`src/rtl/bufc_pkg.sv`:
```
// Shared types and constants for the byte unstuffing frame checker.
package bufc_pkg;

    localparam int MAX_FRAME_BYTES_DEFAULT = 256;
    localparam int QUEUE_DEPTH             = 4;
    localparam int QUEUE_PTR_W             = $clog2(QUEUE_DEPTH);
    localparam int CFG_ADDR_W              = 5;
    localparam int CFG_DATA_W              = 32;
    localparam int FRAME_LEN_W             = 9;

    localparam logic [2:0] REG_ESCAPE_CODE            = 3'd0;
    localparam logic [2:0] REG_DELIMITER_VALUE        = 3'd1;
    localparam logic [2:0] REG_ESCAPED_DELIMITER_CODE = 3'd2;
    localparam logic [2:0] REG_ESCAPED_ESCAPE_CODE    = 3'd3;
    localparam logic [2:0] REG_FRAME_LENGTH           = 3'd4;

    localparam logic [7:0] RESET_ESCAPE_CODE            = 8'd125;
    localparam logic [7:0] RESET_DELIMITER_VALUE        = 8'd126;
    localparam logic [7:0] RESET_ESCAPED_DELIMITER_CODE = 8'd94;
    localparam logic [7:0] RESET_ESCAPED_ESCAPE_CODE    = 8'd93;
    localparam logic [FRAME_LEN_W-1:0] RESET_FRAME_LENGTH = 9'd32;

    typedef enum logic [1:0] {
        STATUS_OK         = 2'd0,
        STATUS_BAD_ESCAPE = 2'd1,
        STATUS_BAD_LENGTH = 2'd2,
        STATUS_BAD_XOR    = 2'd3
    } frame_status_t;

    typedef struct packed {
        logic [7:0]             escape_code;
        logic [7:0]             delimiter_value;
        logic [7:0]             escaped_delimiter_code;
        logic [7:0]             escaped_escape_code;
        logic [FRAME_LEN_W-1:0] frame_length;
    } cfg_t;

    typedef struct packed {
        logic [7:0] raw_byte;
        logic       final_byte;
        logic       is_escape;
        logic       is_esc_delim;
        logic       is_esc_escape;
    } entry_t;

endpackage

```
`src/rtl/bufc_cfg.sv`:
```
// Configuration register file behind the APB-style port.
module bufc_cfg
(
    input  logic                               clk,
    input  logic                               rst_n,
    input  logic                               psel,
    input  logic                               penable,
    input  logic                               pwrite,
    input  logic [bufc_pkg::CFG_ADDR_W-1:0]    paddr,
    input  logic [bufc_pkg::CFG_DATA_W-1:0]    pwdata,
    output logic [bufc_pkg::CFG_DATA_W-1:0]    prdata,
    output logic                               pready,
    output bufc_pkg::cfg_t                     cfg
);

    bufc_pkg::cfg_t cfg_reg;
    bufc_pkg::cfg_t cfg_next;
    logic [2:0]     reg_index;
    logic           wr_en;

    assign reg_index = paddr[bufc_pkg::CFG_ADDR_W-1:2];
    assign pready    = 1'b1;
    assign wr_en     = psel && penable && pwrite;
    assign cfg       = cfg_reg;

    always_comb
    begin
        cfg_next = cfg_reg;
        if (wr_en)
        begin
            unique case (reg_index)
                bufc_pkg::REG_ESCAPE_CODE:
                    cfg_next.escape_code = pwdata[7:0];
                bufc_pkg::REG_DELIMITER_VALUE:
                    cfg_next.delimiter_value = pwdata[7:0];
                bufc_pkg::REG_ESCAPED_DELIMITER_CODE:
                    cfg_next.escaped_delimiter_code = pwdata[7:0];
                bufc_pkg::REG_ESCAPED_ESCAPE_CODE:
                    cfg_next.escaped_escape_code = pwdata[7:0];
                bufc_pkg::REG_FRAME_LENGTH:
                    cfg_next.frame_length = pwdata[bufc_pkg::FRAME_LEN_W-1:0];
                default:
                    cfg_next = cfg_reg;
            endcase
        end
    end

    always_comb
    begin
        unique case (reg_index)
            bufc_pkg::REG_ESCAPE_CODE:
                prdata = {24'd0, cfg_reg.escape_code};
            bufc_pkg::REG_DELIMITER_VALUE:
                prdata = {24'd0, cfg_reg.delimiter_value};
            bufc_pkg::REG_ESCAPED_DELIMITER_CODE:
                prdata = {24'd0, cfg_reg.escaped_delimiter_code};
            bufc_pkg::REG_ESCAPED_ESCAPE_CODE:
                prdata = {24'd0, cfg_reg.escaped_escape_code};
            bufc_pkg::REG_FRAME_LENGTH:
                prdata = {23'd0, cfg_reg.frame_length};
            default:
                prdata = '0;
        endcase
    end

    always_ff @(posedge clk or negedge rst_n)
    begin
        if (!rst_n)
        begin
            cfg_reg.escape_code            <= bufc_pkg::RESET_ESCAPE_CODE;
            cfg_reg.delimiter_value        <= bufc_pkg::RESET_DELIMITER_VALUE;
            cfg_reg.escaped_delimiter_code <= bufc_pkg::RESET_ESCAPED_DELIMITER_CODE;
            cfg_reg.escaped_escape_code    <= bufc_pkg::RESET_ESCAPED_ESCAPE_CODE;
            cfg_reg.frame_length           <= bufc_pkg::RESET_FRAME_LENGTH;
        end
        else
        begin
            cfg_reg <= cfg_next;
        end
    end

endmodule

```
`src/rtl/bufc_front.sv`:
```
// Front end: classifies each incoming raw byte against the escape codes.
module bufc_front
(
    input  logic               [7:0] raw_byte,
    input  logic                     final_byte,
    input  bufc_pkg::cfg_t           cfg,
    output bufc_pkg::entry_t         entry
);

    // The comparisons are done here so that the decode stage only sees flags.
    always_comb
    begin
        entry.raw_byte      = raw_byte;
        entry.final_byte    = final_byte;
        entry.is_escape     = (raw_byte == cfg.escape_code);
        entry.is_esc_delim  = (raw_byte == cfg.escaped_delimiter_code);
        entry.is_esc_escape = (raw_byte == cfg.escaped_escape_code);
    end

endmodule

```
`src/rtl/bufc_queue.sv`:
```
// Short FIFO between the classifying front end and the decode stage.
module bufc_queue
(
    input  logic                     clk,
    input  logic                     rst_n,
    input  logic                     push,
    input  bufc_pkg::entry_t         push_data,
    input  logic                     pop,
    output bufc_pkg::entry_t         pop_data,
    output logic                     full,
    output logic                     empty
);

    localparam int CNT_W = $clog2(bufc_pkg::QUEUE_DEPTH + 1);

    bufc_pkg::entry_t                   slot_reg [bufc_pkg::QUEUE_DEPTH];
    logic [bufc_pkg::QUEUE_PTR_W-1:0]   wr_ptr_reg;
    logic [bufc_pkg::QUEUE_PTR_W-1:0]   wr_ptr_next;
    logic [bufc_pkg::QUEUE_PTR_W-1:0]   rd_ptr_reg;
    logic [bufc_pkg::QUEUE_PTR_W-1:0]   rd_ptr_next;
    logic [CNT_W-1:0]                   count_reg;
    logic [CNT_W-1:0]                   count_next;
    logic                               do_push;
    logic                               do_pop;

    assign full     = (count_reg == CNT_W'(bufc_pkg::QUEUE_DEPTH));
    assign empty    = (count_reg == '0);
    assign do_push  = push && !full;
    assign do_pop   = pop && !empty;
    assign pop_data = slot_reg[rd_ptr_reg];

    always_comb
    begin
        wr_ptr_next = do_push ? wr_ptr_reg + 1'b1 : wr_ptr_reg;
        rd_ptr_next = do_pop ? rd_ptr_reg + 1'b1 : rd_ptr_reg;
        count_next  = count_reg;
        if (do_push && !do_pop)
        begin
            count_next = count_reg + 1'b1;
        end
        else if (do_pop && !do_push)
        begin
            count_next = count_reg - 1'b1;
        end
    end

    always_ff @(posedge clk or negedge rst_n)
    begin
        if (!rst_n)
        begin
            wr_ptr_reg <= '0;
            rd_ptr_reg <= '0;
            count_reg  <= '0;
        end
        else
        begin
            wr_ptr_reg <= wr_ptr_next;
            rd_ptr_reg <= rd_ptr_next;
            count_reg  <= count_next;
        end
    end

    always_ff @(posedge clk)
    begin
        if (do_push)
        begin
            slot_reg[wr_ptr_reg] <= push_data;
        end
    end

endmodule

```
`src/rtl/bufc_back.sv`:
```
// Decode stage: frame state, unescaping, checksum and the output register.
module bufc_back
#(
    parameter int MAX_FRAME_BYTES = bufc_pkg::MAX_FRAME_BYTES_DEFAULT
)
(
    input  logic                     clk,
    input  logic                     rst_n,
    input  bufc_pkg::cfg_t           cfg,
    input  logic                     q_empty,
    input  bufc_pkg::entry_t         q_data,
    output logic                     q_pop,
    output logic                     out_valid,
    input  logic                     out_stall,
    output logic                     byte_valid,
    output logic               [7:0] decoded_byte,
    output logic               [7:0] byte_position,
    output logic                     frame_end,
    output logic               [1:0] frame_status
);

    localparam int LEN_W = $clog2(MAX_FRAME_BYTES + 1);
    localparam int CMP_W = (LEN_W > bufc_pkg::FRAME_LEN_W) ? LEN_W : bufc_pkg::FRAME_LEN_W;

    logic                 esc_pending_reg;
    logic                 esc_pending_next;
    logic                 bad_seen_reg;
    logic                 bad_seen_next;
    logic [LEN_W-1:0]     count_reg;
    logic [LEN_W-1:0]     count_next;
    logic [7:0]           xor_reg;
    logic [7:0]           xor_next;

    logic                 out_valid_reg;
    logic                 out_valid_next;
    logic                 byte_valid_reg;
    logic [7:0]           decoded_byte_reg;
    logic [7:0]           byte_position_reg;
    logic                 frame_end_reg;
    bufc_pkg::frame_status_t status_reg;

    logic [CMP_W-1:0]     len_wide;
    logic [CMP_W-1:0]     limit_wide;
    logic [LEN_W-1:0]     limit;
    logic                 active;
    logic                 have;
    logic [7:0]           data;
    bufc_pkg::frame_status_t status;

    // Out-of-range lengths are clamped into one to MAX_FRAME_BYTES.
    always_comb
    begin
        len_wide = CMP_W'(cfg.frame_length);
        priority if (len_wide == '0)
        begin
            limit_wide = CMP_W'(1);
        end
        else if (len_wide > CMP_W'(MAX_FRAME_BYTES))
        begin
            limit_wide = CMP_W'(MAX_FRAME_BYTES);
        end
        else
        begin
            limit_wide = len_wide;
        end
        limit = LEN_W'(limit_wide);
    end

    assign q_pop = !q_empty && (!out_valid_reg || !out_stall);

    always_comb
    begin
        esc_pending_next = esc_pending_reg;
        bad_seen_next    = bad_seen_reg;
        count_next       = count_reg;
        xor_next         = xor_reg;
        have             = 1'b0;
        data             = q_data.raw_byte;
        status           = bufc_pkg::STATUS_OK;
        active           = !bad_seen_reg && (count_reg < limit);

        if (active)
        begin
            priority if (esc_pending_reg)
            begin
                esc_pending_next = 1'b0;
                priority if (q_data.is_esc_delim)
                begin
                    data = cfg.delimiter_value;
                    have = 1'b1;
                end
                else if (q_data.is_esc_escape)
                begin
                    data = cfg.escape_code;
                    have = 1'b1;
                end
                else
                begin
                    bad_seen_next = 1'b1;
                end
            end
            else if (q_data.is_escape)
            begin
                // An escape on the last byte has no follower.
                if (q_data.final_byte)
                begin
                    bad_seen_next = 1'b1;
                end
                else
                begin
                    esc_pending_next = 1'b1;
                end
            end
            else
            begin
                have = 1'b1;
            end
        end

        if (have)
        begin
            count_next = count_reg + 1'b1;
            xor_next   = xor_reg ^ data;
        end

        if (q_data.final_byte)
        begin
            priority if (bad_seen_next)
            begin
                status = bufc_pkg::STATUS_BAD_ESCAPE;
            end
            else if (count_next != limit)
            begin
                status = bufc_pkg::STATUS_BAD_LENGTH;
            end
            else if (xor_next != 8'd0)
            begin
                status = bufc_pkg::STATUS_BAD_XOR;
            end
            else
            begin
                status = bufc_pkg::STATUS_OK;
            end
            esc_pending_next = 1'b0;
            bad_seen_next    = 1'b0;
            count_next       = '0;
            xor_next         = 8'd0;
        end
    end

    always_comb
    begin
        out_valid_next = out_valid_reg;
        if (q_pop)
        begin
            out_valid_next = have || q_data.final_byte;
        end
        else if (!out_stall)
        begin
            out_valid_next = 1'b0;
        end
    end

    always_ff @(posedge clk or negedge rst_n)
    begin
        if (!rst_n)
        begin
            esc_pending_reg <= 1'b0;
            bad_seen_reg    <= 1'b0;
            count_reg       <= '0;
            xor_reg         <= 8'd0;
            out_valid_reg   <= 1'b0;
        end
        else
        begin
            out_valid_reg <= out_valid_next;
            if (q_pop)
            begin
                esc_pending_reg <= esc_pending_next;
                bad_seen_reg    <= bad_seen_next;
                count_reg       <= count_next;
                xor_reg         <= xor_next;
            end
        end
    end

    always_ff @(posedge clk)
    begin
        if (q_pop)
        begin
            byte_valid_reg    <= have;
            decoded_byte_reg  <= have ? data : 8'd0;
            byte_position_reg <= have ? 8'(count_reg) : 8'd0;
            frame_end_reg     <= q_data.final_byte;
            status_reg        <= status;
        end
    end

    assign out_valid     = out_valid_reg;
    assign byte_valid    = byte_valid_reg;
    assign decoded_byte  = decoded_byte_reg;
    assign byte_position = byte_position_reg;
    assign frame_end     = frame_end_reg;
    assign frame_status  = status_reg;

endmodule

```
`src/rtl/byte_unstuff_frame_checker_top.sv`:
```
// Top level of the byte unstuffing frame checker with XOR checksum.
// A taken request passes through the queue and then into the output register, and waits
// longer while the queue holds older requests or the output is stalled.
// Throughput: one raw byte per cycle while the output is not stalled, set by the back end.
// Reset: rst_n clears frame state, queue and output valid at once and loads the register
// defaults; no clearing pass is needed, so requests are taken right after reset.
module byte_unstuff_frame_checker_top
#(
    parameter int MAX_FRAME_BYTES = bufc_pkg::MAX_FRAME_BYTES_DEFAULT
)
(
    input  logic                               clk,
    input  logic                               rst_n,

    // Raw byte request channel.
    input  logic                               in_valid,
    output logic                               in_stall,
    input  logic                         [7:0] raw_byte,
    input  logic                               final_byte,

    // Decoded result request channel.
    output logic                               out_valid,
    input  logic                               out_stall,
    output logic                               byte_valid,
    output logic                         [7:0] decoded_byte,
    output logic                         [7:0] byte_position,
    output logic                               frame_end,
    output logic                         [1:0] frame_status,

    // Configuration port.
    input  logic                               psel,
    input  logic                               penable,
    input  logic                               pwrite,
    input  logic [bufc_pkg::CFG_ADDR_W-1:0]    paddr,
    input  logic [bufc_pkg::CFG_DATA_W-1:0]    pwdata,
    output logic [bufc_pkg::CFG_DATA_W-1:0]    prdata,
    output logic                               pready
);

    bufc_pkg::cfg_t   cfg;
    bufc_pkg::entry_t front_entry;
    bufc_pkg::entry_t q_data;
    logic             q_full;
    logic             q_empty;
    logic             q_pop;

    // Register file. Writes must happen only while the datapath is idle; the block does not
    // enforce this, and the decoded values feed the front and back ends directly.
    bufc_cfg u_cfg
    (
        .clk     (clk),
        .rst_n   (rst_n),
        .psel    (psel),
        .penable (penable),
        .pwrite  (pwrite),
        .paddr   (paddr),
        .pwdata  (pwdata),
        .prdata  (prdata),
        .pready  (pready),
        .cfg     (cfg)
    );

    // The front end tags each byte as escape, escaped delimiter or escaped
    // escape so the back end does no byte compares of its own.
    bufc_front u_front
    (
        .raw_byte   (raw_byte),
        .final_byte (final_byte),
        .cfg        (cfg),
        .entry      (front_entry)
    );

    // A request is taken whenever the queue has room; stall is the full flag
    // alone, so input flow does not wait on the output side directly.
    assign in_stall = q_full;

    bufc_queue u_queue
    (
        .clk       (clk),
        .rst_n     (rst_n),
        .push      (in_valid),
        .push_data (front_entry),
        .pop       (q_pop),
        .pop_data  (q_data),
        .full      (q_full),
        .empty     (q_empty)
    );

    // The back end pops one entry per cycle whenever its output register is
    // empty or being drained. Bytes that yield no result still pop, but leave
    // the output register empty.
    bufc_back
    #(
        .MAX_FRAME_BYTES (MAX_FRAME_BYTES)
    )
    u_back
    (
        .clk           (clk),
        .rst_n         (rst_n),
        .cfg           (cfg),
        .q_empty       (q_empty),
        .q_data        (q_data),
        .q_pop         (q_pop),
        .out_valid     (out_valid),
        .out_stall     (out_stall),
        .byte_valid    (byte_valid),
        .decoded_byte  (decoded_byte),
        .byte_position (byte_position),
        .frame_end     (frame_end),
        .frame_status  (frame_status)
    );

endmodule

```
`config.mk`:
```
export PLATFORM = sky130hd
export DESIGN_NAME = byte_unstuff_frame_checker_top
export DESIGN_NICKNAME = d
export VERILOG_FILES = /design/src/rtl/bufc_pkg.sv /design/src/rtl/bufc_cfg.sv /design/src/rtl/bufc_front.sv /design/src/rtl/bufc_queue.sv /design/src/rtl/bufc_back.sv /design/src/rtl/byte_unstuff_frame_checker_top.sv
export SDC_FILE = /design/constraint.sdc
export NUM_CORES = 1
export LEC_CHECK = 0
export ABC_CLOCK_PERIOD_IN_PS = 3080
export BUFFER_PORTS_ARGS = -buffer_cell sky130_fd_sc_hd__buf_2
export CORE_ASPECT_RATIO = 1.2
export CORE_UTILIZATION = 35
export CTS_BUF_LIST = sky130_fd_sc_hd__clkbuf_2
export DETAILED_ROUTE_END_ITERATION = 8
export GPL_TIMING_DRIVEN = 0
export PLACE_DENSITY = 0.64
export SLEW_MARGIN = 40
export SYNTH_ARGS = -nofsm -noshare
export SYNTH_HDL_FRONTEND = slang
export SYNTH_SLANG_ARGS = --single-unit
```
`constraint.sdc`:
```
create_clock -name clk -period 3.08 [get_ports clk]
set_input_delay 0.616 -clock clk [delete_from_list [all_inputs] [get_ports clk]]
set_output_delay 0.616 -clock clk [all_outputs]
set_load 0.02 [all_outputs]
```
* Word level (Yosys, flattened, before mapping)
Memory sizes are Yosys's and may differ from the RTL's.
Index checks and enable logic that the tools add are counted.
** Storage, ports and cells
- Register bits after elaboration :: 88
- Bits in writable memories :: 48
- Input bits :: 53
- Output and inout port bits :: 55
- Word-level logic and storage cells :: 105
- Memories kept :: 1
** Cells by class
- $add $sub $neg :: 5
- Magnitude comparators :: 2
- Equal/unequal tests :: 10
- Mux-type cells :: 36
- Bitwise logic cells :: 2
- Reduce and logical (&&, ||, !) cells :: 30
** Memory list
- u_queue.slot_reg :: depth 4, width 12, read ports 1, clocked after memory_dff 0, wr ports 1, line bufc_queue.sv:16 : bufc_pkg::entry_t slot_reg [bufc_pkg::QUEUE_DEPTH];
** Operators with widths (count)
- $mux 8 :: 6
- $pmux 9 s5 :: 1
- $mux 9 :: 4
- $eq 8x8->1 :: 3
- $mux 1 :: 21
- $reduce_and 2->1 :: 6
- $add 9x1->9 const B :: 1
- $gt 9x9->1 const B :: 1
- $logic_not 9->1 :: 1
- $lt 9x9->1 :: 1
- $ne 9x9->1 :: 1
- $logic_and 1x1->1 :: 8
- $reduce_bool 8->1 :: 1
- $xor 8x8->8 :: 1
- $logic_not 1->1 :: 7
- $eq 3x2->1 const B :: 2
- $eq 3x3->1 const B :: 2
- $logic_not 3->1 :: 2
- $mux 3 :: 2
- $add 2x1->2 const B :: 2
- $mux 2 :: 2
- $reduce_bool 2->1 :: 2
- $add 3x1->3 const B :: 1
- $eq 3x1->1 const B :: 1
- 5 further kinds :: 6

* Logic depth before layout (Yosys ltp)
Gate-level depths: netlist (run 1).
- Depth after elaboration :: 12
- Depth in mapped cells :: 14

* By module
Synthesis (run 1) repeated with hierarchy kept, for this count alone.
** Unflattened totals
- Cells, all modules :: 616
- Area total of the unflattened synthesis :: 7418.4 um^2
** Modules (own cells, without submodules)
- bufc_back :: times used 1, cells each 311, area an instance 2737.6 um^2, seq. area each 1101.1 um^2
- bufc_cfg :: times used 1, cells each 164, area an instance 2189.6 um^2, seq. area each 1054.8 um^2
- bufc_queue :: times used 1, cells each 99, area an instance 2164.6 um^2, seq. area each 1616.6 um^2
- bufc_front :: times used 1, cells each 42, area an instance 326.6 um^2, seq. area each 0.0 um^2

* Least setup slack after synthesis (run 1)
Ideal clock, no wire load.
- Kind :: reg-to-reg
- Start point :: register u_cfg.cfg_reg, in the netlist u_cfg.cfg[8]
- End point :: register u_back.status_reg[0], in the netlist u_back.frame_status[0] (data pin)
- Library setup time :: 0.280 ns
- Arrival :: 2.810 ns
- Required time :: 2.800 ns
- Setup slack :: -0.010 ns
- Stages on the path, launching flop included :: 13
- Path buffers :: 2
- Clock period less this slack :: 3.090 ns
- Path through :: dfrtp_1 > buf_4 > nor2b_1 > inv_1 > ha_1 > nand4_1 > a31oi_1 > a311o_1 > or3_4 > buf_6 > or4_4 > a31oi_1 > a221oi_1
** On the way
- Word-level cells in the longest chain between the ends :: 12
- Elaborated cells on any way between the ends :: 17
- Classes of those cells :: order compare: 2; eq/ne: 1; mux: 10; bitwise: 1; reduce/logical: 3
** Ends and longest elaborated chain
- start: declaration :: line bufc_cfg.sv:16 : bufc_pkg::cfg_t cfg_reg;
- start signal: assignment :: line bufc_cfg.sv:78 : cfg_reg <= cfg_next;
- $gt 9x9->1 :: line bufc_back.sv:58 : else if (len_wide > CMP_W'(MAX_FRAME_BYTES))
- $mux 9 :: line bufc_back.sv:58
- $mux 9 * :: line bufc_back.sv:54 : priority if (len_wide == '0)
- $lt 9x9->1 :: line bufc_back.sv:80 : active = !bad_seen_reg && (count_reg < limit);
- $logic_and 1x1->1 :: line bufc_back.sv:80
- $mux 8 :: line bufc_back.sv:82 : if (active)
- $xor 8x8->8 :: line bufc_back.sv:123 : xor_next = xor_reg ^ data;
- $mux 8 :: line bufc_back.sv:120 : if (have)
- $reduce_bool 8->1 :: line bufc_back.sv:136 : else if (xor_next != 8'd0)
- $mux 2 :: line bufc_back.sv:136
- $mux 2 :: line bufc_back.sv:132 : else if (count_next != limit)
- $mux 1 * :: line bufc_back.sv:128 : priority if (bad_seen_next)
- end signal: assignment :: line bufc_back.sv:195 : status_reg <= status;
- end: declaration :: line bufc_back.sv:40 : bufc_pkg::frame_status_t status_reg;
Every way passes the cells marked *; elsewhere a longest branch is shown, timed or not.
A chain may end at the register's enable or synchronous reset.

* Final worst setup path (run 1)
- Start point :: register u_cfg.cfg_reg, in the netlist u_cfg.cfg[8]
- End point :: register u_back.status_reg[1], in the netlist u_back.frame_status[1] (data pin)
** On the way
- Word-level cells in the longest chain between the ends :: 11
- Elaborated cells on any way between the ends :: 17
- Classes of those cells :: order compare: 2; eq/ne: 1; mux: 9; bitwise: 1; reduce/logical: 4
** Ends and longest elaborated chain (line)
- $gt 9x9->1 :: bufc_back.sv:58
- $mux 9 :: bufc_back.sv:58
- $mux 9 * :: bufc_back.sv:54
- $lt 9x9->1 :: bufc_back.sv:80
- $logic_and 1x1->1 :: bufc_back.sv:80
- $mux 8 :: bufc_back.sv:82
- $xor 8x8->8 :: bufc_back.sv:123
- $mux 8 :: bufc_back.sv:120
- $reduce_bool 8->1 :: bufc_back.sv:136
- $mux 2 :: bufc_back.sv:136
- $mux 2 :: bufc_back.sv:132
Marked as above.

==> qor.yml, run 1 <==
synthFlopType: "edfxtp_1"
clkTransAtPathRegs_ns: 0.20
area_growth_syn_to_layout_pct: 19.4
hold_violations: 0
drtPass1Iterations: 4
die_w_um: 135
grt_usage: 0.168
synth_warnings: 0
power.total_mw: 7.67
min_to: "u_queue.slot_reg[3][3]"
hp-class: "in -> reg"
synth_cell_types: 68
r2r_cells: 13
portBuffers: 57
stdcell_area_sq_um: 8820
drive_gt1_frac: 0.366
relSlewSlack: 0.538
grt_max_degree: 46
io_pins: 108
regArea_sq_um: 3770
drt-initial-drc-count: 356
vias_per_cell: 5.05
fp.coreArea_sq_um: 20500
grt_pass1_wl_mm: 27.7
rrSetupSlack_ns: -0.07
multiInputGateArea_sq_um: 3550
hpwl_mm: 12.6
setup_ws_ns: -0.0665
cp-end-kind: "register"
reg2reg_to: "u_back.frame_status[1]"
clock_sinks: 136
synth_edf_count: 68
num_vias: 5141
largest_reg_flops: 48
dieArea_sq_um: 21700
place_congestion: 0.858
max_stage_delay_ns: 0.41
violations: "setup timing"
rows: 57
r2r-start: "u_cfg.cfg[8]"
power_density_nw_per_um2: 870
crit_path_top_delay_cell: "dfrtp_1"
insertion_delay_ns: 0.73
async_flop_share: 0.500
intPower_mw: 4.61
critPathArrivalTime_ns: 3.59
wirelength_mm: 17.1
cts_made_buffers: 17
post-route-drc-count: 0
netlist_instances: 624
grt_pass1_vias: 5075
status: "complete, but fails checks"
crit_chain: "buf_6 -> nand2b_4 -> ha_4 -> a21oi_4 -> a31oi_2 -> a311o_1 -> or3_4 -> inv_4 -> buf_6 -> a21o_1 -> nand4_1 -> nor4_4 -> a311oi_2"
cp.required_ns: 3.52
antenna_found_initial: 1
switching_share: 0.399
finalMaxSlewViolations: 0
synth_seq_cells: 136
timing.fmax_mhz: 318
startpoint_type: "register"
seq_area_frac_synth: 0.511
worstSetupStartpoint: "u_cfg.cfg[8]"
avgSynthCellArea_sq_um: 11.8
overflow: 0
path_class: "reg -> reg"
crit_fanout: 8
sequentialPowerShare: 0.362
clockBufferDepth: 2
start_util: 0.361
cts.root.buffer_cell: "clkbuf_2"
fp.dieH_um: 161
vdd_ir_drop_max_mv: 0.354
crit_path_frequent_cell: "buf_6"
syn_area_sq_um: 7390
rsz0062_at_grt: "yes"
holdPathStages: 1
fin_skew_ns: 0.0457
hp-start: "final_byte"
tritoncts: "done"
htree_levels: 4
fillers: 1925
p_clk_frac: 0.167
min_period_ns: 3.15
power_frac_comb: 0.471
tightest_slew_ns: 0.691
switching_power_mw: 3.06
ant_nets: 0
post-route-period-util: 1.02
num-nets-final: 807
drv_cap: 0
wl_per_cell_um: 16.8
p_leak_nw: 3.54
placed_area_sq_um: 8140
setup_viol: 2
-- layer usage --
metal,vias to the layer above,track usage,part of all wire
li1,2477,-,-
met1,2500,0.226,0.46
met2,138,0.269,0.49
met3,26,0.0286,0.033
met4,0,0.0623,0.022
met5,-,0,0
-- how the worst max path moves through the flow --
stage,endpoint,depth (start not counted)
4_1_cts,u_back.frame_status[1],13
3_3_place_gp,u_back.frame_status[0],12
3_5_place_dp,u_back.frame_status[0],12
2_1_floorplan,u_back.frame_status[0],11
6_report,u_back.frame_status[1],13
5_1_grt,u_back.frame_status[1],12
-- synthesized netlist by cell type (all sizes together), types with 7 or more instances --
library cell | instances | area share
nor2 | 39 | 0.020
buf | 34 | 0.034
edfxtp | 68 | 0.28
nor3 | 8 | 0.0061
dfrtp | 45 | 0.15
nand3 | 18 | 0.012
nand2b | 7 | 0.0059
and2 | 12 | 0.010
nand2 | 38 | 0.020
inv | 24 | 0.012
mux2i | 25 | 0.034
a21oi | 23 | 0.016
dfstp | 23 | 0.082
clkbuf | 17 | 0.0086
ha | 14 | 0.024
o22ai | 7 | 0.0059
mux4 | 11 | 0.034
nand4 | 13 | 0.011
o21ai | 38 | 0.026
nor4 | 11 | 0.013
mux2 | 45 | 0.069
xnor2 | 37 | 0.044
-- placed cells by master (no fill, tap or decap), types with 4 or more instances in the layout --
| master | n |
|---|---|
| buf_4 | 38 |
| a21o_1 | 4 |
| nand3_1 | 17 |
| nand4_1 | 13 |
| o22ai_1 | 7 |
| mux2_2 | 45 |
| nor4_1 | 5 |
| mux2i_1 | 25 |
| bufinv_16 | 5 |
| dfstp_2 | 23 |
| xnor2_1 | 37 |
| buf_2 | 61 |
| ha_4 | 6 |
| mux4_2 | 11 |
| conb_1 | 24 |
| buf_6 | 5 |
| dfrtp_1 | 45 |
| inv_1 | 21 |
| xor2_1 | 6 |
| nor2_1 | 38 |
| nand2b_1 | 4 |
| a21oi_1 | 20 |
| nand2_1 | 33 |
| edfxtp_1 | 68 |
| ha_1 | 8 |
| o21ai_0 | 33 |
| nor3_2 | 4 |
| clkbuf_1 | 15 |
| o31a_1 | 4 |
| clkbuf_2 | 20 |
| nor3_1 | 4 |
| and2_1 | 12 |
-- power by group through the flow --
stage	Sequential (mW)	Clock [mW]	Combinational (mW)
2_1_floorplan	2.90	0	2.21
3_3_place_gp	2.80	0	3.13
3_5_place_dp	2.81	0	3.18
4_1_cts	2.78	1.32	3.54
5_1_grt	2.83	1.40	3.95
6_report	2.78	1.28	3.61
-- what timing repair did --
item / CTS / global route
hold buffers: 1 / 0
resized for setup: 39 / 13
endpoints found under the setup margin: 2 / 15
buffers inserted: 11 / 3
endpoints found under the hold margin: 27 / 0
pin swaps: 13 / 10
-- area by class of cell --
class,instances,area share
flip-flops and latches,136,0.428
multi-input cells,435,0.402
diodes,1,0.000284
well taps,265,0.0376
repair buffers,74,0.0498
clock inverters,14,0.0230
plain buffers,51,0.0379
inverters,24,0.0113
clock buffers,18,0.0102
-- stage by stage --
step           hold slack [ns]   util  setup slack, ns  TNS (ns)  instances
5_1_grt                 0.0402  0.431           -0.186    -0.315       1018
3_5_place_dp             0.461  0.397           -0.409    -0.758        970
2_1_floorplan            0.320      -           0.0373         0        646
3_3_place_gp             0.453  0.395           -0.378    -0.727        968
4_1_cts                 0.0581  0.427          -0.0869    -0.153       1014
6_report                 0.102  0.431          -0.0665   -0.0672       1018
-- cells by family after synthesis --
kind of cell	after synthesis	synth area share
simple gates	167	0.128
flops	136	0.511
compound gates	105	0.0921
mux	81	0.136
buf+inv	75	0.0550
xor+xnor	43	0.0510
fa+ha+maj	15	0.0264
other cells	2	0.00102
-- worst max-delay path, delay by kind of cell (launching register included) --
family | cells | cell delay, ns
compound gates | 5 | 0.86
buf+inv | 3 | 0.36
flops | 1 | 0.41
simple gates | 4 | 1.01
fa+ha+maj | 1 | 0.25
No activity file was read; power rests on OpenSTA's default activity.
==> run 2: changes to the inputs <==
Settings changed: REMOVE_ABC_BUFFERS from default to 1.
==> qor.yml, run 2 (same netlist as run 1, synthesis figures left out) <==
violations: "setup timing"
clockBufferDepth: 2  # unchanged
num-nets-final: 774  # -4.1%
hp-class: "in -> reg"
final_cell_mix: "edfxtp_1, buf_2, mux2_2"
tritoncts: "done"
grt_pass1_vias: 5170  # +1.9%
power_frac_comb: 0.469  # -0.002
drt-initial-drc-count: 350  # -1.7%
power_density_nw_per_um2: 909  # +4.5%
start_util: 0.361  # unchanged
io_pins: 108  # unchanged
grt_pass1_wl_mm: 28.4  # +2.4%
setup_ws_ns: -0.0685  # -0.00200 ns
critPathArrivalTime_ns: 3.65  # +0.06 ns
crit_fanout: 10  # +2
drtPass1Iterations: 5  # +1
fin_skew_ns: 0.0328  # -0.0129 ns
portBuffers: 58  # +1.8%
relSlewSlack: 0.521  # -0.0165
rsz0062_at_grt: "yes"
endpoint: "u_back.frame_status[0]"
dieArea_sq_um: 21700  # unchanged
fp.dieH_um: 161  # unchanged
ant_nets: 0  # unchanged
vias_per_cell: 5.25  # +3.9%
startpoint_type: "register"
timing.fmax_mhz: 318  # about the same
area_growth_syn_to_layout_pct: 18.0
hpwl_mm: 12.0  # -4.3%
switching_share: 0.397  # -0.00178
min_period_ns: 3.15  # +0.00200 ns
layout_commonest_cell: "edfxtp_1"
grt_usage: 0.173  # +0.00519
cts_made_buffers: 17  # unchanged
grt_max_degree: 50  # +8.7%
drive_gt1_frac: 0.371  # +0.00566
rows: 57  # unchanged
reg2reg_to: "u_back.frame_status[0]"
insertion_delay_ns: 0.73  # about the same
status: "complete, but fails checks"
fin_tns_setup_ns: -0.136  # -0.0692 ns
post-route-drc-count: 0  # unchanged
clock_sinks: 136  # unchanged
largest_reg_flops: 48  # unchanged
sequentialPowerShare: 0.358  # -0.004
r2r_cells: 8  # -5
post-route-period-util: 1.02  # about the same
holdWs_ns: 0.0989  # -0.00313 ns
p_leak_nw: 3.44  # -2.7%
switching_power_mw: 3.15  # +2.8%
drv_cap: 0  # unchanged
preCtsSetupSlack_ns: -1.03  # -0.618 ns
vdd_ir_drop_max_mv: 0.428  # +21%
fp.coreArea_sq_um: 20500  # unchanged
finalMaxSlewViolations: 0  # unchanged
antenna_found_initial: 1  # unchanged
p_clk_frac: 0.172  # +0.005
num_vias: 5167  # +0.51%
place_congestion: 0.793  # -7.6%
cts.root.buffer_cell: "clkbuf_2"
cp.required_ns: 3.58  # +0.06 ns
cp-end-kind: "register"
die_w_um: 135  # unchanged
tightest_slew_ns: 0.715  # +0.0247 ns
power.total_mw: 7.93  # +3.3%
r2r-start: "u_queue.rd_ptr_reg[0]"
intPower_mw: 4.78  # +3.6%
wl_per_cell_um: 18.0  # +6.9%
overflow: 0  # unchanged
wirelength_mm: 17.7  # +3.5%
worstSetupStartpoint: "u_queue.rd_ptr_reg[0]"
rrSetupSlack_ns: -0.07  # about the same
htree_levels: 4  # unchanged
hold_violations: 0  # unchanged
path_class: "reg -> reg"
setup_viol: 2  # unchanged
clkTransAtPathRegs_ns: 0.21  # about the same
[run 2: cell count changes in the layout (fill, tap and decap cells not counted), sizes merged]
cell | before | now
buf | 106 | 89
bufinv | 5 | 6
clkbuf | 36 | 22
clkinvlp | 1 | 0
inv | 28 | 26
[run 2: area by class of cell]
type                    instances  area [sq um]
diodes                          1          2.50
repair buffers                 90           581
clock inverters                10           199
inverters                      24           103
clock buffers                  22           110
well taps                     265           332
multi-input cells             435          3600
repair inverters                2          12.5
flip-flops and latches        136          3780
fillers                      1885         11800
[run 2: through the flow]
stage               instances   util  cell area, sq um
finish                    985  0.426              8720
global route              985  0.426              8720
CTS                       979  0.421              8630
detailed placement        921  0.383              7840
global placement          918  0.380              7770
floorplan                 595      -              7150
[run 2: worst min-delay path by stage]
stage / start / to / slack (ns) / cells after the start
after global placement: u_back.xor_reg[0] / u_back.xor_reg[0] / 0.46 / 2
after detailed placement: u_back.xor_reg[0] / u_back.xor_reg[0] / 0.46 / 2
final: final_byte / u_queue.slot_reg[0][3] / 0.1 / 1
after CTS: final_byte / u_queue.slot_reg[0][3] / 0.04 / 1
after floorplan: rst_n / u_back.bad_seen_reg / 0.32 / 0
after global routing: final_byte / u_queue.slot_reg[0][3] / 0.02 / 1
[run 2: repair_timing]
item                       in CTS  in global routing
gates resized for setup        51                 11
hold endpoints to repair       42                  0
buffers inserted               23                  5
gates cloned                    2                  0
setup endpoints to repair      29                  4
pin swaps                      16                 10
hold buffers                    1                  0
[run 2: critical path, stage by stage (launching register included)]
cell      delay, ns
dfrtp_4        0.58
nor4bb_4       0.21
o41ai_4        0.48
nand2_2        0.22
or3_4          0.52
buf_6          0.17
or4_4          0.52
a31oi_4        0.16
a221oi_2       0.08
[run 2: per-layer routing]
| metal | wire (um) | track usage | vias up | part of all wire |
|---|---|---|---|---|
| met1 | 7970 | 0.226 | 2563 | 0.45 |
| met3 | 845 | 0.0364 | 20 | 0.048 |
| li1 | - | - | 2414 | - |
| met5 | 0 | 0 | - | 0 |
| met2 | 8600 | 0.279 | 170 | 0.49 |
| met4 | 293 | 0.0659 | 0 | 0.017 |
[run 2: power groups by stage]
| stage | registers [mW] | clock network (mW) | logic, mW |
|---|---|---|---|
| 2_1_floorplan | 2.99 | 0 | 1.94 |
| 3_3_place_gp | 2.93 | 0 | 2.85 |
| 3_5_place_dp | 2.94 | 0 | 2.89 |
| 4_1_cts | 2.86 | 1.40 | 3.61 |
| 5_1_grt | 2.90 | 1.47 | 4.06 |
| 6_report | 2.84 | 1.37 | 3.72 |
==> run 3: changes to the inputs <==
Settings changed: ABC_CLOCK_PERIOD_IN_PS 3080 to 2990, PLACE_DENSITY 0.64 to 0.62.
Clock period 3.08 ns to 2.99 ns, I/O delays scaled along.
==> qor.yml, run 3 (same netlist as run 1, synthesis figures left out) <==
status: "complete, but fails checks"
violations: "DRC, setup timing"
ant_nets: 0  # unchanged
clockBufferDepth: 2  # unchanged
dieArea_sq_um: 21700  # unchanged
final_cell_mix: "edfxtp_1, buf_2, mux2_2"
r2r_cells: 10  # +2
wl_per_cell_um: 17.7  # -1.4%
wirelength_mm: 17.3  # -2.4%
post-route-period-util: 1.05  # +0.0287
sequentialPowerShare: 0.384  # +0.026
holdPathStages: 1  # unchanged
reg2reg_to: "u_back.frame_status[0]"
drive_gt1_frac: 0.360  # -0.0117
grt_usage: 0.167  # -0.00546
die_w_um: 135  # unchanged
stdcell_area_sq_um: 8500  # -2.5%
grtUsageMet2: 0.269  # -0.0103
setup_viol: 2  # unchanged
insertion_delay_ns: 0.73  # about the same
crit_path_frequent_cell: "a31oi_2"
crit_family: "simple AND/OR/NAND/NOR gates"
p_leak_nw: 3.33  # -3.1%
finalMaxSlewViolations: 0  # unchanged
holdWs_ns: 0.103  # +0.00368 ns
cts.root.buffer_cell: "clkbuf_2"
relSlewSlack: 0.519  # -0.00227
num_vias: 5049  # -2.3%
timing.fmax_mhz: 318  # +0.20%
grt_max_degree: 39  # -22%
hpwl_mm: 12.1  # +0.40%
switching_power_mw: 3.15  # about the same
power_frac_comb: 0.467  # -0.002
fin_skew_ns: 0.0348  # +0.00202 ns
rrSetupSlack_ns: -0.15  # -0.08 ns
finalNonFillerCells: 975  # -1.0%
layout_commonest_cell: "edfxtp_1"
grt_pass1_wl_mm: 27.4  # -3.4%
crit_chain: "nand2b_4 -> ha_4 -> a21oi_2 -> a31oi_2 -> a311o_2 -> or3_4 -> buf_6 -> or4_4 -> a31oi_2 -> a221oi_2"
intPower_mw: 4.52  # -5.5%
dpl.cell_count: 921  # unchanged
hold_violations: 0  # unchanged
r2r-start: "u_cfg.cfg[8]"
grt_pass1_vias: 4937  # -4.5%
preCtsSetupSlack_ns: -1.08  # -0.0572 ns
power_density_nw_per_um2: 902  # -0.84%
min_to: "u_queue.slot_reg[0][3]"
vias_per_cell: 5.18  # -1.3%
fillers: 1970  # +4.5%
tightest_slew_ns: 0.719  # +0.00340 ns
drv_cap: 0  # unchanged
vdd_ir_drop_max_mv: 0.295  # -31%
drt-initial-drc-count: 359  # +2.6%
num-nets-final: 764  # -1.3%
switching_share: 0.411  # +0.0136
largest_reg_flops: 48  # unchanged
tritoncts: "done"
crit_path_top_delay_cell: "dfrtp_2"
clock_sinks: 136  # unchanged
post-route-drc-count: 2  # +2
path_class: "reg -> reg"
power.total_mw: 7.66  # -3.3%
start_util: 0.361  # unchanged
rows: 57  # unchanged
fp.coreArea_sq_um: 20500  # unchanged
crit_fanout: 8  # -2
grt.busiest_layer: "met2"
drtPass1Iterations: 9  # +4
clkTransAtPathRegs_ns: 0.19  # -0.02 ns
antenna_found_initial: 1  # unchanged
fin_tns_setup_ns: -0.292  # -0.156 ns
setup_ws_ns: -0.152  # -0.0837 ns
p_clk_frac: 0.149  # -0.023
htree_levels: 4  # unchanged
startpoint_type: "register"
min_period_ns: 3.14  # -0.00625 ns
place_congestion: 0.807  # +1.8%
placed_area_sq_um: 7830  # about the same
hp-class: "in -> reg"
path_buf_inv: 1  # unchanged
cp.required_ns: 3.46  # -0.12 ns
area_growth_syn_to_layout_pct: 15.1
portBuffers: 58  # unchanged
critPathArrivalTime_ns: 3.61  # -0.04 ns
grtUsageMet1: 0.219  # -0.00741
cts_made_buffers: 17  # unchanged
fp.dieH_um: 161  # unchanged
io_pins: 108  # unchanged
rsz0062_at_grt: "yes"
cp-end-kind: "register"
max_stage_delay_ns: 0.52  # -0.06 ns
post-route-util: 0.415  # -0.0106
overflow: 0  # unchanged
hp-start: "final_byte"
grt_use_met3: 0.0342  # -0.00220
## run 3: cell types whose count changed in the layout (fill, tap and decap cells not counted), moves of 2 or more
cell / before / now
buf_4: 25 / 19
bufinv_16: 6 / 3
nand2_4: 3 / 1
buf_6: 4 / 2
clkinvlp_4: 0 / 2
nand2_2: 2 / 4
## run 3: routing by layer
layer | wire length [um] | share of wire
met1 | 7830 | 0.45
met2 | 8370 | 0.48
met3 | 658 | 0.038
met4 | 433 | 0.025
met5 | 0 | 0
## run 3: cell type report
cell class | count | area [sq um] | area share
Multi-Input combinational cell | 435 | 3550 | 0.418
Timing Repair inverter | 1 | 6.26 | 0.000736
Clock buffer | 21 | 105 | 0.0124
Timing Repair Buffer | 81 | 485 | 0.0571
Antenna cell | 1 | 2.50 | 0.000294
Sequential cell | 136 | 3780 | 0.445
Tap cell | 265 | 332 | 0.0390
Clock inverter | 11 | 133 | 0.0156
Inverter | 24 | 100 | 0.0118
## run 3: power by group through the flow
stage / registers (mW) / clock network, mW / logic, mW
final: 2.94 / 1.14 / 3.57
after global routing: 3.01 / 1.24 / 3.89
after floorplan: 3.08 / 0 / 2.00
after global placement: 3.01 / 0 / 2.94
after detailed placement: 3.03 / 0 / 2.97
after CTS: 2.98 / 1.18 / 3.44
## run 3: timing repair
action	CTS	global route
pin swaps	15	4
setup endpoints to repair	29	7
gates resized for setup	42	10
buffers inserted	13	6
hold buffers	1	0
endpoints found under the hold margin	41	0
gates cloned	1	0
## run 3: worst max-delay path by stage
stage                       startpoint  cells after the start                      to  slack (ns)
after global placement    u_cfg.cfg[8]                     11  u_back.frame_status[1]       -1.53
after CTS                 u_cfg.cfg[8]                     11  u_back.frame_status[0]       -0.16
final                     u_cfg.cfg[8]                     10  u_back.frame_status[0]       -0.15
after detailed placement  u_cfg.cfg[8]                     12  u_back.frame_status[1]       -1.08
after global routing      u_cfg.cfg[8]                     12  u_back.frame_status[1]       -0.24
after floorplan           u_cfg.cfg[8]                     11  u_back.frame_status[1]       -0.54
## run 3: worst register-to-register path, delay by kind of cell, from the launching register on
kind | cells | cell delay (ns)
adders and majority gates | 1 | 0.24
DFF | 1 | 0.52
AOI/OAI and AO/OA | 5 | 0.86
and+or+nand+nor | 3 | 1.14
buffers and inverters | 1 | 0.15
